## config.mk

```make
export PLATFORM = sky130hd
export DESIGN_NAME = column_rle_glyph_decoder_unit
export DESIGN_NICKNAME = d
export VERILOG_FILES = /design/src/design/crgd_pkg.sv /design/src/design/crgd_front.sv /design/src/design/crgd_queue.sv /design/src/design/crgd_back.sv /design/src/design/column_rle_glyph_decoder_unit.sv
export SDC_FILE = /design/constraint.sdc
export NUM_CORES = 1
export LEC_CHECK = 0
export ABC_AREA = 1
export ABC_CLOCK_PERIOD_IN_PS = 6960
export BUFFER_PORTS_ARGS = -buffer_cell sky130_fd_sc_hd__buf_2
export CAP_MARGIN = 20
export CORE_MARGIN = 2
export CORE_UTILIZATION = 53
export DETAILED_ROUTE_END_ITERATION = 6
export GPL_ROUTABILITY_DRIVEN = 0
export MAX_ROUTING_LAYER = met4
export PLACE_DENSITY = 0.71
export SYNTH_ARGS = -nofsm -noshare
export SYNTH_HDL_FRONTEND = slang
export SYNTH_SLANG_ARGS = --single-unit
```

## constraint.sdc

```tcl
create_clock -name aclk -period 6.96 [get_ports aclk]
set_input_delay 1.044 -clock aclk [delete_from_list [all_inputs] [get_ports aclk]]
set_output_delay 1.044 -clock aclk [all_outputs]
set_load 0.01 [all_outputs]
```

## src/design/crgd_pkg.sv

```systemverilog
// Shared types and constants for the column run-length glyph decoder.
// No dependencies; imported by every module of the block.
`default_nettype none

package crgd_pkg;

    // coordinate arithmetic width (wraps at this width)
    localparam int COORD_BITS = 10;
    // width of the coordinate fields on the ports
    localparam int PIX_BITS = 10;

    // command queue between front and back
    localparam int QUEUE_DEPTH = 4;
    localparam int QPTR_BITS = $clog2(QUEUE_DEPTH);

    // code byte values
    localparam logic [7:0] CODE_NEXT_COL = 8'h80;
    localparam logic [7:0] CODE_SKIP_MAX = 8'h8F;
    localparam int RUN_SHIFT = 4;

    typedef logic [COORD_BITS-1:0] coord_t;

    typedef enum logic [1:0] {
        KIND_PIXEL = 2'd0,
        KIND_DONE  = 2'd1,
        KIND_ERROR = 2'd2
    } kind_t;

    // one queued command: a run of pixels or a single status beat
    typedef struct packed {
        kind_t       kind;
        coord_t      x;
        coord_t      y;
        logic [3:0]  color;
        logic [2:0]  count;
    } cmd_t;

    // internal coordinate to port field
    function automatic logic [PIX_BITS-1:0] to_pix(input coord_t c);
        logic [31:0] wide;
        wide = 32'(c);
        return wide[PIX_BITS-1:0];
    endfunction

    // port field to internal coordinate
    function automatic coord_t from_pix(input logic [PIX_BITS-1:0] p);
        logic [31:0] wide;
        wide = 32'(p);
        return wide[COORD_BITS-1:0];
    endfunction

endpackage

`default_nettype wire

```

## src/design/crgd_front.sv

```systemverilog
// Front end: accepts code bytes, tracks glyph position, emits at most one command per byte.
// Depends on crgd_pkg.
`default_nettype none

module crgd_front
    import crgd_pkg::*;
(
    input  wire logic        aclk,
    input  wire logic        aresetn,
    input  wire logic        mono_mode,
    input  wire logic        accept,
    input  wire logic [7:0]  code_byte,
    input  wire logic        glyph_start,
    input  wire logic [PIX_BITS-1:0] origin_left,
    input  wire logic [PIX_BITS-1:0] origin_top,
    input  wire logic [7:0]  column_count,
    output logic             push,
    output cmd_t             push_cmd
);

    coord_t     cur_x_reg, cur_x_next;
    coord_t     cur_y_reg, cur_y_next;
    coord_t     top_row_reg, top_row_next;
    logic [7:0] cols_done_reg, cols_done_next;
    logic [7:0] cols_total_reg, cols_total_next;
    logic       halted_reg, halted_next;

    // byte decode and position update
    always_comb begin
        logic       skip_decode;
        logic [7:0] cols_inc;
        cur_x_next      = cur_x_reg;
        cur_y_next      = cur_y_reg;
        top_row_next    = top_row_reg;
        cols_done_next  = cols_done_reg;
        cols_total_next = cols_total_reg;
        halted_next     = halted_reg;
        push            = 1'b0;
        push_cmd        = '{kind: KIND_PIXEL, x: cur_x_reg, y: cur_y_reg,
                            color: 4'd0, count: 3'd1};
        skip_decode     = 1'b0;
        cols_inc        = 8'd0;

        if (accept) begin
            // glyph start reloads position
            if (glyph_start) begin
                cur_x_next      = from_pix(origin_left);
                top_row_next    = from_pix(origin_top);
                cur_y_next      = from_pix(origin_top);
                cols_done_next  = 8'd0;
                cols_total_next = column_count;
                halted_next     = 1'b0;
                if (column_count == 8'd0) begin
                    halted_next = 1'b1;
                    skip_decode = 1'b1;
                    push        = 1'b1;
                    push_cmd    = '{kind: KIND_DONE, x: cur_x_next, y: cur_y_next,
                                    color: 4'd0, count: 3'd1};
                end
            end

            if (!halted_next && !skip_decode) begin
                if (!code_byte[7]) begin
                    // run of pixels downward
                    push_cmd = '{kind: KIND_PIXEL, x: cur_x_next, y: cur_y_next,
                                 color: mono_mode ? 4'd0 : code_byte[3:0],
                                 count: code_byte[RUN_SHIFT+2:RUN_SHIFT]};
                    push       = (code_byte[RUN_SHIFT+2:RUN_SHIFT] != 3'd0);
                    cur_y_next = cur_y_next + {{(COORD_BITS-3){1'b0}},
                                               code_byte[RUN_SHIFT+2:RUN_SHIFT]};
                end else if (code_byte == CODE_NEXT_COL) begin
                    // next column, back to the top row
                    cols_inc       = cols_done_next + 8'd1;
                    cur_x_next     = cur_x_next + 1'b1;
                    cur_y_next     = top_row_next;
                    cols_done_next = cols_inc;
                    if (cols_inc == cols_total_next) begin
                        halted_next = 1'b1;
                        push        = 1'b1;
                        push_cmd    = '{kind: KIND_DONE, x: cur_x_next, y: cur_y_next,
                                        color: 4'd0, count: 3'd1};
                    end
                end else if (code_byte <= CODE_SKIP_MAX) begin
                    // skip rows
                    cur_y_next = cur_y_next + {{(COORD_BITS-4){1'b0}}, code_byte[3:0]};
                end else begin
                    // bad code
                    halted_next = 1'b1;
                    push        = 1'b1;
                    push_cmd    = '{kind: KIND_ERROR, x: cur_x_next, y: cur_y_next,
                                    color: 4'd0, count: 3'd1};
                end
            end
        end
    end

    // position state
    always_ff @(posedge aclk) begin
        if (!aresetn) begin
            cur_x_reg      <= '0;
            cur_y_reg      <= '0;
            top_row_reg    <= '0;
            cols_done_reg  <= 8'd0;
            cols_total_reg <= 8'd0;
            halted_reg     <= 1'b1;
        end else begin
            cur_x_reg      <= cur_x_next;
            cur_y_reg      <= cur_y_next;
            top_row_reg    <= top_row_next;
            cols_done_reg  <= cols_done_next;
            cols_total_reg <= cols_total_next;
            halted_reg     <= halted_next;
        end
    end

endmodule

`default_nettype wire

```

## src/design/crgd_queue.sv

```systemverilog
// Short command queue between the front and back ends.
// Depends on crgd_pkg.
`default_nettype none

module crgd_queue
    import crgd_pkg::*;
(
    input  wire logic aclk,
    input  wire logic aresetn,
    input  wire logic push,
    input  wire cmd_t push_cmd,
    input  wire logic pop,
    output logic      full,
    output logic      empty,
    output cmd_t      head
);

    cmd_t                 mem_reg [QUEUE_DEPTH];
    logic [QPTR_BITS-1:0] wr_ptr_reg, rd_ptr_reg;
    logic [QPTR_BITS:0]   count_reg;

    assign full  = (count_reg == (QPTR_BITS+1)'(QUEUE_DEPTH));
    assign empty = (count_reg == '0);
    assign head  = mem_reg[rd_ptr_reg];

    // storage
    always_ff @(posedge aclk) begin
        if (push) begin
            mem_reg[wr_ptr_reg] <= push_cmd;
        end
    end

    // pointers and fill count
    always_ff @(posedge aclk) begin
        if (!aresetn) begin
            wr_ptr_reg <= '0;
            rd_ptr_reg <= '0;
            count_reg  <= '0;
        end else begin
            if (push) begin
                wr_ptr_reg <= wr_ptr_reg + 1'b1;
            end
            if (pop) begin
                rd_ptr_reg <= rd_ptr_reg + 1'b1;
            end
            if (push && !pop) begin
                count_reg <= count_reg + 1'b1;
            end else if (pop && !push) begin
                count_reg <= count_reg - 1'b1;
            end
        end
    end

endmodule

`default_nettype wire

```

## src/design/crgd_back.sv

```systemverilog
// Back end: expands queued commands into result beats, one per cycle while m_ready is high.
// Depends on crgd_pkg.
`default_nettype none

module crgd_back
    import crgd_pkg::*;
(
    input  wire logic aclk,
    input  wire logic aresetn,
    input  wire logic q_empty,
    input  wire cmd_t q_head,
    output logic      q_pop,
    output logic      m_valid,
    input  wire logic m_ready,
    output logic [1:0]          m_kind,
    output logic [PIX_BITS-1:0] m_pixel_x,
    output logic [PIX_BITS-1:0] m_pixel_y,
    output logic [3:0]          m_pixel_color,
    output logic                m_last
);

    logic       busy_reg;
    cmd_t       cmd_reg;
    logic       load;
    logic       beat_done;

    assign beat_done = busy_reg && m_ready;
    assign load      = !q_empty && (!busy_reg || (beat_done && cmd_reg.count == 3'd1));
    assign q_pop     = load;

    // output beat register
    always_ff @(posedge aclk) begin
        if (!aresetn) begin
            busy_reg <= 1'b0;
        end else if (load) begin
            busy_reg <= 1'b1;
        end else if (beat_done && cmd_reg.count == 3'd1) begin
            busy_reg <= 1'b0;
        end
    end

    always_ff @(posedge aclk) begin
        if (load) begin
            cmd_reg <= q_head;
        end else if (beat_done) begin
            cmd_reg.y     <= cmd_reg.y + 1'b1;
            cmd_reg.count <= cmd_reg.count - 3'd1;
        end
    end

    assign m_valid       = busy_reg;
    assign m_kind        = cmd_reg.kind;
    assign m_pixel_x     = to_pix(cmd_reg.x);
    assign m_pixel_y     = to_pix(cmd_reg.y);
    assign m_pixel_color = cmd_reg.color;
    assign m_last        = (cmd_reg.count == 3'd1);

endmodule

`default_nettype wire

```

## src/design/column_rle_glyph_decoder_unit.sv

```systemverilog
// Column run-length glyph decoder: code bytes in, pixel/done/error beats out.
// A byte's command goes to the command queue, then to the back end's command register,
// which drives the result beat. Throughput: one byte per cycle into the front while the
// 4-entry command queue has room; the back gives one beat per cycle while m_ready is high,
// so a run byte of n pixels (up to 7) gives n beats, and a full queue stalls the input.
// Reset: synchronous active-low aresetn; the block waits for a glyph start, mono off.
// Depends on crgd_pkg, crgd_front, crgd_queue, crgd_back.
`default_nettype none

module column_rle_glyph_decoder_unit
    import crgd_pkg::*;
(
    input  wire logic                aclk,
    input  wire logic                aresetn,
    input  wire logic                cfg_we,
    input  wire logic                cfg_wdata,
    input  wire logic                s_valid,
    output logic                     s_ready,
    input  wire logic [7:0]          s_code_byte,
    input  wire logic                s_glyph_start,
    input  wire logic [PIX_BITS-1:0] s_origin_left,
    input  wire logic [PIX_BITS-1:0] s_origin_top,
    input  wire logic [7:0]          s_column_count,
    output logic                     m_valid,
    input  wire logic                m_ready,
    output logic [1:0]               m_kind,
    output logic [PIX_BITS-1:0]      m_pixel_x,
    output logic [PIX_BITS-1:0]      m_pixel_y,
    output logic [3:0]               m_pixel_color,
    output logic                     m_last
);

    logic mono_mode_reg;
    logic accept;
    logic push, pop, q_full, q_empty;
    cmd_t push_cmd, q_head;

    // mono mode register
    always_ff @(posedge aclk) begin
        if (!aresetn) begin
            mono_mode_reg <= 1'b0;
        end else if (cfg_we) begin
            mono_mode_reg <= cfg_wdata;
        end
    end

    assign s_ready = !q_full;
    assign accept  = s_valid && s_ready;

    crgd_front u_front (
        .aclk         (aclk),
        .aresetn      (aresetn),
        .mono_mode    (mono_mode_reg),
        .accept       (accept),
        .code_byte    (s_code_byte),
        .glyph_start  (s_glyph_start),
        .origin_left  (s_origin_left),
        .origin_top   (s_origin_top),
        .column_count (s_column_count),
        .push         (push),
        .push_cmd     (push_cmd)
    );

    crgd_queue u_queue (
        .aclk     (aclk),
        .aresetn  (aresetn),
        .push     (push),
        .push_cmd (push_cmd),
        .pop      (pop),
        .full     (q_full),
        .empty    (q_empty),
        .head     (q_head)
    );

    crgd_back u_back (
        .aclk          (aclk),
        .aresetn       (aresetn),
        .q_empty       (q_empty),
        .q_head        (q_head),
        .q_pop         (pop),
        .m_valid       (m_valid),
        .m_ready       (m_ready),
        .m_kind        (m_kind),
        .m_pixel_x     (m_pixel_x),
        .m_pixel_y     (m_pixel_y),
        .m_pixel_color (m_pixel_color),
        .m_last        (m_last)
    );

endmodule

`default_nettype wire
```

==> results of run 1 <==
## final cells by class
class / count / share of cell area (%)
clock buffer: 32 / 5.04
multi-input combinational: 1003 / 39.2
tap: 275 / 2.76
sequential: 203 / 44.2
inverter: 128 / 3.91
clock inverter: 8 / 0.892
timing repair buffer: 88 / 3.97
## synthesized netlist by cell type (3+ instances only)
library cell,count
sky130_fd_sc_hd__a21oi_1,143
sky130_fd_sc_hd__a31oi_1,4
sky130_fd_sc_hd__buf_1,4
sky130_fd_sc_hd__buf_2,5
sky130_fd_sc_hd__buf_4,33
sky130_fd_sc_hd__buf_6,7
sky130_fd_sc_hd__clkbuf_1,54
sky130_fd_sc_hd__clkinv_1,4
sky130_fd_sc_hd__dfxtp_1,58
sky130_fd_sc_hd__edfxtp_1,145
sky130_fd_sc_hd__fa_1,3
sky130_fd_sc_hd__ha_1,17
sky130_fd_sc_hd__inv_1,117
sky130_fd_sc_hd__inv_2,6
sky130_fd_sc_hd__nand2_1,373
sky130_fd_sc_hd__nand2_2,6
sky130_fd_sc_hd__nand3_1,87
sky130_fd_sc_hd__nand3b_1,5
sky130_fd_sc_hd__nand4_1,6
sky130_fd_sc_hd__nor2_1,109
sky130_fd_sc_hd__nor3_1,11
sky130_fd_sc_hd__o211ai_1,12
sky130_fd_sc_hd__o21ai_0,120
sky130_fd_sc_hd__o21ai_1,32
sky130_fd_sc_hd__o21ai_2,7
sky130_fd_sc_hd__o221ai_1,3
sky130_fd_sc_hd__o22ai_1,27
sky130_fd_sc_hd__xnor2_1,5
sky130_fd_sc_hd__xor2_1,15
## where the power goes
group / internal, mW / switching, mW
sequential: 1.59 / 0.0867
combinational: 0.393 / 0.844
clock: 0.708 / 0.477
total: 2.69 / 1.41
## worst max-delay path by stage
| stage | startpoint | to | slack (ns) |
|---|---|---|---|
| after detailed placement | s_glyph_start | u_queue.count_reg[2]$_SDFFE_PN0P_ | 2.22 |
| final | s_glyph_start | u_queue.count_reg[2]$_SDFFE_PN0P_ | 2.68 |
| after CTS | s_glyph_start | u_queue.count_reg[2]$_SDFFE_PN0P_ | 2.76 |
| after global routing | s_glyph_start | u_queue.count_reg[2]$_SDFFE_PN0P_ | 2.28 |
| after floorplan | s_glyph_start | u_queue.mem_reg[0][0]$_DFFE_PP_ | 2.48 |
| after global placement | s_glyph_start | u_queue.count_reg[2]$_SDFFE_PN0P_ | 2.31 |
## worst min-delay path, delay by kind of cell (launching register included)
family,cells,cell delay (ns)
buffers and inverters,1,0.05
AOI/OAI and AO/OA,1,0.07
DFF,1,0.29
## cell families after synthesis
| group | after synthesis | share of synthesized area [%] |
|---|---|---|
| AND/OR/NAND/NOR | 607 | 21.8 |
| adder cells (fa/ha/maj) | 20 | 2.38 |
| buffers and inverters | 232 | 9.27 |
| flip-flops | 203 | 48.1 |
| XOR/XNOR | 20 | 1.53 |
| AO/OA/AOI/OAI | 356 | 16.9 |
## layer usage
layer / vias up / wire [um]
li1: 4844 / -
met4: 0 / 544
met3: 41 / 1610
met2: 329 / 12700
met1: 4460 / 12500
met5: - / 0
==> qor.tcl, run 1 <==
set qor(routed_wirelength_um) 27400
set qor(mappedNetlistArea_um2) 11500
set qor(peakVddDrop_uv) 215
set qor(timing.slew.headroom_pct) 34.2
set qor(synth.yosys.seq_area_share_pct) 48.1
set qor(max_freq_mhz) 234
set qor(regToRegSetupSlack_ns) 3.31
set qor(tritoncts_sink_count) 203
set qor(setup_tns_ns) 0
set qor(globalRouteMet1Util_pct) 34.7
set qor(cells_along_the_critical_path) {buf_2, inv_8, nand2_1, inv_1, ha_1, nand3_1, nor2_1, nand3_1, nand3_1, nand3_1, nor2_4, nand3_2, a21oi_4, ha_1, inv_1, fa_1, a21oi_1, o21ai_0, o21ai_0, a21oi_1}
set qor(buffer_ports.inserted) 71
set qor(run_status) {completed}
set qor(cts.path.max_buffers) 3
set qor(multi_input_comb_area_um2) 4890
set qor(syn_nets) 1501
set qor(antenna_violating_nets_post_route) 0
set qor(placeableCoreArea_um2) 21200
set qor(layout.filler_cells) 1941
set qor(routedWlPerCell_um) 15.8
set qor(worst_hold_path.endpoint) {u_queue.rd_ptr_reg[1]$_SDFFE_PN0P_}
set qor(netlist_instances) 1438
set qor(synth-seq-cells) 203
set qor(holdPathStages) 2
set qor(pin_count) 72
set qor(total_power_mw) 4.10
set qor(utilization_pct) 59.0
set qor(mostFrequentLayoutCells) {sky130_fd_sc_hd__nand2_1, sky130_fd_sc_hd__edfxtp_1, sky130_fd_sc_hd__a21oi_1}
set qor(dieHeight_um) 151
set qor(cts_setup_buffers) 0
set qor(remaining_drc_errors) 0
set qor(largest_net_degree_at_the_start_of_global_routing) 61
set qor(initial_antenna_violation_count) 0
set qor(slew_at_the_pin_closest_to_its_max_slew_limit_ns) 0.986
set qor(rsz_0062_raised_after_global_routing) {no}
set qor(dp_slack_ns) 2.22
set qor(post_synth.cell_area_avg_um2) 7.97
set qor(rows) 53
set qor(critical-path-top-cell-by-count) {sky130_fd_sc_hd__nand3_1}
set qor(worst_hold_startpoint) {u_queue.rd_ptr_reg[1]$_SDFFE_PN0P_}
set qor(insertion_delay_ns) 0.51
set qor(final_number_of_max_transition_violations) 0
set qor(drive_gt1_share_pct) 10.6
set qor(largest_reg_flops) 116
set qor(layout_worst_path_cycle_share_pct) 61.5
set qor(dpl.cell_count) 1697
set qor(crit_path_max_fanout) 34
set qor(placedInstanceArea_um2) 11700
set qor(htreeDepth) 1
set qor(asyncSetResetFlopFracSynth_pct) 0
set qor(reg2regPathDepth) 18
set qor(finalInstanceArea_um2) 12500
set qor(gr-usage-met2_pct) 40.0
set qor(cts.reportedPaths.clkPinSlew_ns) 0.06
set qor(antenna_cells_inserted) 0
set qor(ys_warn_count) 0
set qor(clock_tree_root) {sky130_fd_sc_hd__clkbuf_16}
set qor(grt_pass1_wl_um) 44400
set qor(min_hold_slack_ns) 0.467
set qor(worst_path_max_delay_cell) {sky130_fd_sc_hd__nor2_4}
set qor(top_usage_layer) {met2}
set qor(netlist-cell-type-count) 45
set qor(grt.overflow.total) 0
set qor(syn2layout_area_growth_pct) 8.86
set qor(synthTopCellsByArea) {sky130_fd_sc_hd__edfxtp_1, sky130_fd_sc_hd__nand2_1, sky130_fd_sc_hd__dfxtp_1}
set qor(cts_inserted_buffers) 22
set qor(layout_commonest_cell) {sky130_fd_sc_hd__nand2_1}
set qor(critical-path-top-delay-family) {simple AND/OR/NAND/NOR gates}
set qor(hold_violation_total_from_the_final_report) 0
set qor(cts_tree) {done}
set qor(slowest_delay_ns) 0.53
set qor(yosys_most_used_dff) {sky130_fd_sc_hd__edfxtp_1}
set qor(design.final.nets) 1509
set qor(grt_pass1_vias) 8881
set qor(required_time_reported_for_the_critical_path_endpoint_ns) 7.36
set qor(hp-class) {flop to flop}
set qor(vias_after_detailed_routing) 9674
set qor(dr.pass1.iters) 5
set qor(cap_violations) 0
set qor(cp_num_buf_inv) 4
set qor(power.density_nw_per_um2) 328
set qor(data_arrival_at_the_endpoint_of_the_critical_path_ns) 4.68
set qor(timing.rr.end) {u_queue.count_reg[2]$_SDFFE_PN0P_}
set qor(period_needed_ns) 4.28
set qor(path_depth) 20
set qor(seqCellArea_um2) 5520
set qor(yosys_top_cell_area_share_pct) 38.0
set qor(grtUsageTotal_pct) 25.1
set qor(die_area_um2) 22800
set qor(synth_enable_flop_cells) 145
set qor(initial_drt_markers) 786
set qor(leakage_component_of_the_power_nw) 5.16
set qor(final_critical_path_setup_slack_ns) 2.68
set qor(skew_ns) 0.0118
set qor(reg2reg_from) {u_front.cols_done_reg[1]$_SDFFE_PN0P_}
set qor(cts-hold-fix-buffers) 0
set qor(timing.critical_path.to_type) {flop}
set qor(worstSetupPathType) {input port to flop}
set qor(grt_util_met3_pct) 2.44
set qor(ctsResizeCount) 0
set qor(detailed_place_hpwl_um) 17800
set qor(post_drt_via_cell_ratio) 5.57
set qor(die_width_um) 151
set qor(worstSetupStartpointType) {input port}
set qor(layoutNonFillerInstCount) 1737
set qor(initial_utilization_pct) 54.2
set qor(report.final.setup_viol) 0
set qor(synth_area_leader_cell) {sky130_fd_sc_hd__edfxtp_1}
Power figures use the tool's default switching activity.
==> inputs of run 2 (changes only) <==
- ABC_AREA: 1 -> 0
- ABC_CLOCK_PERIOD_IN_PS: 6960 -> 3760
- PLACE_DENSITY: 0.71 -> 0.74
- clock period: 6.96 -> 3.76 ns (I/O delays scaled with it)
==> run 2 against run 1 <==
Largest power group unchanged. Critical path type is now flop to flop. Die area about the same. Sequential share of layout area down 1.3 points. Design area up 3.0%. Total power up 77%. Highest routed layer unchanged. Synthesized cell count down 25%.
==> qor.tcl, run 2 <==
set qor(run_status) {completed}
set qor(cts-hold-fix-buffers) 0
set qor(cts.reportedPaths.clkPinSlew_ns) 0.07
set qor(clock_tree_root) {sky130_fd_sc_hd__clkbuf_16}
set qor(netlist-cell-type-count) 74
set qor(largest_net_degree_at_the_start_of_global_routing) 65
set qor(design.final.nets) 1175
set qor(vias_after_detailed_routing) 8774
set qor(slew_at_the_pin_closest_to_its_max_slew_limit_ns) 0.981
set qor(timing.slew.headroom_pct) 34.4
set qor(required_time_reported_for_the_critical_path_endpoint_ns) 4.20
set qor(cts_tree) {done}
set qor(reg2reg_from) {u_front.cols_done_reg[0]$_SDFFE_PN0P_}
set qor(worst_hold_startpoint) {cfg_wdata}
set qor(initial_utilization_pct) 54.2
set qor(netlist_instances) 1074
set qor(syn2layout_area_growth_pct) 12.0
set qor(hp-class) {input port to flop}
set qor(multi_input_comb_area_um2) 5390
set qor(htreeDepth) 1
set qor(cap_violations) 0
set qor(synth_enable_flop_cells) 145
set qor(cts.path.max_buffers) 3
set qor(utilization_pct) 60.7
set qor(worstSetupStartpointType) {flop}
set qor(buffer_ports.inserted) 71
set qor(routed_wirelength_um) 28500
set qor(drive_gt1_share_pct) 19.8
set qor(remaining_drc_errors) 0
set qor(initial_drt_markers) 892
set qor(yosys_top_cell_area_share_pct) 37.9
set qor(leakage_component_of_the_power_nw) 4.72
set qor(rsz_0062_raised_after_global_routing) {no}
set qor(layout.filler_cells) 1694
set qor(synth.yosys.seq_area_share_pct) 48.1
set qor(routedWlPerCell_um) 20.3
set qor(holdPathStages) 3
set qor(skew_ns) 0.0199
set qor(period_needed_ns) 3.54
set qor(dieHeight_um) 151
set qor(regToRegSetupSlack_ns) 0.22
set qor(post_drt_via_cell_ratio) 6.26
set qor(worstSetupPathType) {flop to flop}
set qor(pin_count) 72
set qor(power.density_nw_per_um2) 565
set qor(grtUsageTotal_pct) 26.1
set qor(tritoncts_sink_count) 203
set qor(timing.critical_path.to_type) {flop}
set qor(layout_commonest_cell) {sky130_fd_sc_hd__edfxtp_1}
set qor(yosys_most_used_dff) {sky130_fd_sc_hd__edfxtp_1}
set qor(die_area_um2) 22800
set qor(layout_worst_path_cycle_share_pct) 94.2
set qor(dr.pass1.iters) 6
set qor(largest_reg_flops) 116
set qor(report.final.setup_viol) 0
set qor(initial_antenna_violation_count) 0
set qor(cts_inserted_buffers) 21
set qor(ys_warn_count) 0
set qor(synth-seq-cells) 203
set qor(peakVddDrop_uv) 419
set qor(max_freq_mhz) 282
set qor(antenna_violating_nets_post_route) 0
set qor(timing.rr.end) {u_queue.count_reg[2]$_SDFFE_PN0P_}
set qor(detailed_place_hpwl_um) 19700
set qor(final_number_of_max_transition_violations) 0
set qor(cp-startpoint) {u_front.cols_done_reg[0]$_SDFFE_PN0P_}
set qor(grt_pass1_vias) 8230
set qor(grt.overflow.total) 0
set qor(antenna_cells_inserted) 0
set qor(post_synth.cell_area_avg_um2) 10.7
set qor(crit_path_max_fanout) 7
set qor(seqCellArea_um2) 5520
set qor(syn_nets) 1137
set qor(synth_area_leader_cell) {sky130_fd_sc_hd__edfxtp_1}
set qor(asyncSetResetFlopFracSynth_pct) 0
set qor(yosys-top-cells-count) {sky130_fd_sc_hd__edfxtp_1, sky130_fd_sc_hd__nand2_1, sky130_fd_sc_hd__o21ai_0}
set qor(rows) 53
set qor(insertion_delay_ns) 0.52
set qor(setup_tns_ns) 0
set qor(die_width_um) 151
set qor(yosys.cell_count.top_type) {sky130_fd_sc_hd__edfxtp_1}
set qor(mostFrequentLayoutCells) {sky130_fd_sc_hd__edfxtp_1, sky130_fd_sc_hd__nand2_1, sky130_fd_sc_hd__o21ai_0}
set qor(placeableCoreArea_um2) 21200
set qor(synthTopCellsByArea) {sky130_fd_sc_hd__edfxtp_1, sky130_fd_sc_hd__dfxtp_1, sky130_fd_sc_hd__mux4_2}
set qor(grt_pass1_wl_um) 44700
set qor(dp_slack_ns) 0.0450
set qor(reg2regPathDepth) 14
set qor(hold_violation_total_from_the_final_report) 0
set qor(min_hold_slack_ns) 0.319
set qor(data_arrival_at_the_endpoint_of_the_critical_path_ns) 3.98
set qor(worst_hold_path.endpoint) {mono_mode_reg$_SDFFE_PN0P_}
set qor(final_critical_path_setup_slack_ns) 0.220
set qor(mappedNetlistArea_um2) 11500
[run 2: cell families after synthesis]
logic type	after synthesis	synth area share, %
simple gates	308	13.1
compound gates	274	15.8
xor+xnor	40	3.05
fa+ha+maj	20	2.38
flops	203	48.1
buf+inv	127	5.40
mux	102	12.2
[run 2: per-stage QoR]
stage | std cells | cell area [um^2] | power [mW]
after global placement | 1364 | 12100 | 5.04
after floorplan | 1074 | 11600 | 4.64
final | 1402 | 12800 | 7.25
after global routing | 1402 | 12800 | 7.62
after detailed placement | 1364 | 12100 | 5.10
after CTS | 1402 | 12800 | 7.29
[run 2: metal layers]
metal / vias up / global-route usage [%] / share of wire (%)
li1: 4093 / - / -
met1: 4180 / 34.4 / 42
met2: 422 / 41.5 / 47
met3: 79 / 4.10 / 7.8
met4: 0 / 9.11 / 3.7
met5: - / - / 0
[run 2: worst max path at each step]
stage	endpoint	slack, ns
after floorplan	u_queue.count_reg[2]$_SDFFE_PN0P_	-0.46
after global placement	u_queue.count_reg[2]$_SDFFE_PN0P_	0.11
after detailed placement	u_queue.count_reg[2]$_SDFFE_PN0P_	0.04
after CTS	u_queue.count_reg[2]$_SDFFE_PN0P_	0.24
after global routing	u_queue.count_reg[2]$_SDFFE_PN0P_	0.02
final	u_queue.count_reg[2]$_SDFFE_PN0P_	0.22
[run 2: final cells by class]
| type | count | area share [%] |
|---|---|---|
| inverters | 24 | 0.701 |
| well taps | 275 | 2.68 |
| flip-flops and latches | 203 | 42.9 |
| multi-input cells | 744 | 41.9 |
| clock buffers | 25 | 4.36 |
| clock inverters | 13 | 1.29 |
| repair buffers | 118 | 6.10 |
[run 2: worst max-delay path, cell delays in order, from the launching register on]
cell and delay, ns:
sky130_fd_sc_hd__dfxtp_1 0.44, sky130_fd_sc_hd__nor2b_1 0.25, sky130_fd_sc_hd__ha_1 0.31, sky130_fd_sc_hd__xnor2_1 0.18, sky130_fd_sc_hd__a32oi_1 0.10, sky130_fd_sc_hd__or3b_1 0.41
sky130_fd_sc_hd__nor3_4 0.27, sky130_fd_sc_hd__nand3_4 0.12, sky130_fd_sc_hd__a31oi_4 0.22, sky130_fd_sc_hd__ha_4 0.17, sky130_fd_sc_hd__inv_2 0.04, sky130_fd_sc_hd__fa_2 0.32
sky130_fd_sc_hd__xor2_1 0.16, sky130_fd_sc_hd__or3_1 0.31, sky130_fd_sc_hd__a21oi_1 0.15
[run 2: repair_timing]
| item | CTS | global route |
|---|---|---|
| buffers inserted | 0 | 0 |
| setup endpoints to repair | 0 | 1 |
| resized for setup | 0 | 1 |
[run 2: power by group]
part	switching (mW)	leakage [nW]	internal, mW
logic	1.08	2.54	0.845
clock network	0.895	0.350	1.29
registers	0.267	1.83	2.88
total	2.24	4.72	5.01
==> inputs of run 3 (changes only) <==
--- a/config.mk
+++ b/config.mk
@@ -16,4 +16,5 @@
 export MAX_ROUTING_LAYER = met4
 export PLACE_DENSITY = 0.74
+export SKIP_CTS_REPAIR_TIMING = 1
 export SYNTH_ARGS = -nofsm -noshare
 export SYNTH_HDL_FRONTEND = slang
==> constraint.sdc (replaced) <==
create_clock -name aclk -period 3.76 [get_ports aclk]
set_input_delay 0.564 -clock aclk [delete_from_list [all_inputs] [get_ports aclk]]
set_output_delay 0.564 -clock aclk [all_outputs]
set_load 0.1 [all_outputs]
==> run 3 against run 2 <==
Via count up 0.88%. Die area unchanged. Utilization about the same. Count of clock-buffer cells in the layout up 2. Setup slack better by 0.036 ns. Critical path depth unchanged. Critical path type unchanged. Sequential share of layout area about the same.
==> qor.tcl, run 3 (synthesis gave the netlist of run 2 again) <==
set qor(run_status) {completed}
set qor(slew_at_the_pin_closest_to_its_max_slew_limit_ns) 0.948
set qor(grtUsageTotal_pct) 25.9
set qor(dr.pass1.iters) 6
set qor(rsz_0062_raised_after_global_routing) {no}
set qor(layout_commonest_cell) {sky130_fd_sc_hd__edfxtp_1}
set qor(detailed_place_hpwl_um) 19400
set qor(cts.reportedPaths.clkPinSlew_ns) 0.06
set qor(routed_wirelength_um) 28700
set qor(period_needed_ns) 3.50
set qor(final_critical_path_setup_slack_ns) 0.256
set qor(hold_violation_total_from_the_final_report) 0
set qor(drive_gt1_share_pct) 19.8
set qor(dp_slack_ns) 0.0379
set qor(antenna_violating_nets_post_route) 0
set qor(placedInstanceArea_um2) 12100
set qor(grt.overflow.total) 0
set qor(tritoncts_sink_count) 203
set qor(timing.critical_path.to_type) {flop}
set qor(post_drt_via_cell_ratio) 6.30
set qor(mostFrequentLayoutCells) {sky130_fd_sc_hd__edfxtp_1, sky130_fd_sc_hd__nand2_1, sky130_fd_sc_hd__o21ai_0}
set qor(hp-class) {input port to flop}
set qor(crit_path_max_fanout) 7
set qor(layout_worst_path_cycle_share_pct) 93.2
set qor(cts.path.max_buffers) 3
set qor(htreeDepth) 1
set qor(cap_violations) 0
set qor(largest_net_degree_at_the_start_of_global_routing) 72
set qor(die_area_um2) 22800
set qor(max_freq_mhz) 285
set qor(initial_antenna_violation_count) 1
set qor(layoutNonFillerInstCount) 1405
set qor(vias_after_detailed_routing) 8851
set qor(routedWlPerCell_um) 20.5
set qor(initial_drt_markers) 861
set qor(buffer_ports.inserted) 71
set qor(dpl.cell_count) 1364
set qor(worstSetupPathType) {flop to flop}
set qor(initial_utilization_pct) 54.2
set qor(remaining_drc_errors) 0
set qor(data_arrival_at_the_endpoint_of_the_critical_path_ns) 3.94
set qor(worstSetupStartpointType) {flop}
set qor(largest_reg_flops) 116
set qor(pin_count) 72
set qor(clock_tree_root) {sky130_fd_sc_hd__clkbuf_16}
set qor(cts_inserted_buffers) 22
set qor(setup_tns_ns) 0
set qor(dieHeight_um) 151
set qor(power.density_nw_per_um2) 646
set qor(grt_pass1_vias) 8250
set qor(skew_ns) 0.00917
set qor(peakVddDrop_uv) 401
set qor(placeableCoreArea_um2) 21200
set qor(design.final.nets) 1176
set qor(report.final.setup_viol) 0
set qor(min_hold_slack_ns) 0.310
set qor(leakage_component_of_the_power_nw) 4.73
set qor(grt_pass1_wl_um) 44800
set qor(die_width_um) 151
set qor(total_power_mw) 8.30
set qor(final_number_of_max_transition_violations) 0
set qor(rows) 53
set qor(layout.filler_cells) 1683
set qor(timing.slew.headroom_pct) 36.6
set qor(cts_tree) {done}
set qor(insertion_delay_ns) 0.50
set qor(required_time_reported_for_the_critical_path_endpoint_ns) 4.19
set qor(finalInstanceArea_um2) 12800
set qor(syn2layout_area_growth_pct) 11.9
set qor(utilization_pct) 60.7
run 3: cell count changes in the layout (fill, tap and decap cells not counted), sizes merged:
cell | before | now
clkinvlp | 3 | 1
inv | 27 | 28
clkinv | 4 | 7
bufinv | 3 | 1
diode | 0 | 1
clkbuf | 25 | 27
run 3: power by group:
group	internal (mW)	switching (mW)	total (mW)
Combinational	0.847	2.19	3.04
Clock	1.23	0.906	2.13
Sequential	2.88	0.250	3.13
run 3: final cells by class:
type	instances	area [um^2]	area share, %
antenna	1	2.50	0.0195
clock buffer	27	601	4.68
clock inverter	13	116	0.906
inverter	24	90.1	0.702
multi-input combinational	744	5390	41.9
sequential	203	5520	43.0
tap	275	344	2.68
timing repair buffer	118	783	6.10
run 3: path summary, 6_finish.rpt:
check / start / endpoint / slack, ns / cells past startpoint
worst max-delay path: u_front.cols_done_reg[0]$_SDFFE_PN0P_ / u_queue.count_reg[2]$_SDFFE_PN0P_ / 0.26 / 14
worst min-delay path: cfg_wdata / mono_mode_reg$_SDFFE_PN0P_ / 0.31 / 3
worst max register to register: u_front.cols_done_reg[0]$_SDFFE_PN0P_ / u_queue.count_reg[2]$_SDFFE_PN0P_ / 0.26 / 14
worst min register to register: u_front.top_row_reg[9]$_SDFFE_PN0P_ / u_front.top_row_reg[9]$_SDFFE_PN0P_ / 0.46 / 2
run 3: per-layer routing:
metal  vias up  wire (um)  track usage, %
met1      4246      11900            33.9
met5         -          0               -
li1       4095          -               -
met4         0        947            8.46
met2       428      13700            41.7
met3        82       2240            4.10
run 3: critical path, stage by stage (launching register included):
cell and delay [ns]:
sky130_fd_sc_hd__dfxtp_1 0.42, sky130_fd_sc_hd__nor2b_1 0.25, sky130_fd_sc_hd__ha_1 0.31, sky130_fd_sc_hd__xnor2_1 0.17, sky130_fd_sc_hd__a32oi_1 0.11, sky130_fd_sc_hd__or3b_1 0.38, sky130_fd_sc_hd__nor3_2 0.34, sky130_fd_sc_hd__nand3_4 0.13
sky130_fd_sc_hd__a31oi_4 0.21, sky130_fd_sc_hd__ha_4 0.17, sky130_fd_sc_hd__inv_2 0.03, sky130_fd_sc_hd__fa_2 0.32, sky130_fd_sc_hd__xor2_1 0.15, sky130_fd_sc_hd__or3_1 0.31, sky130_fd_sc_hd__a21oi_1 0.12
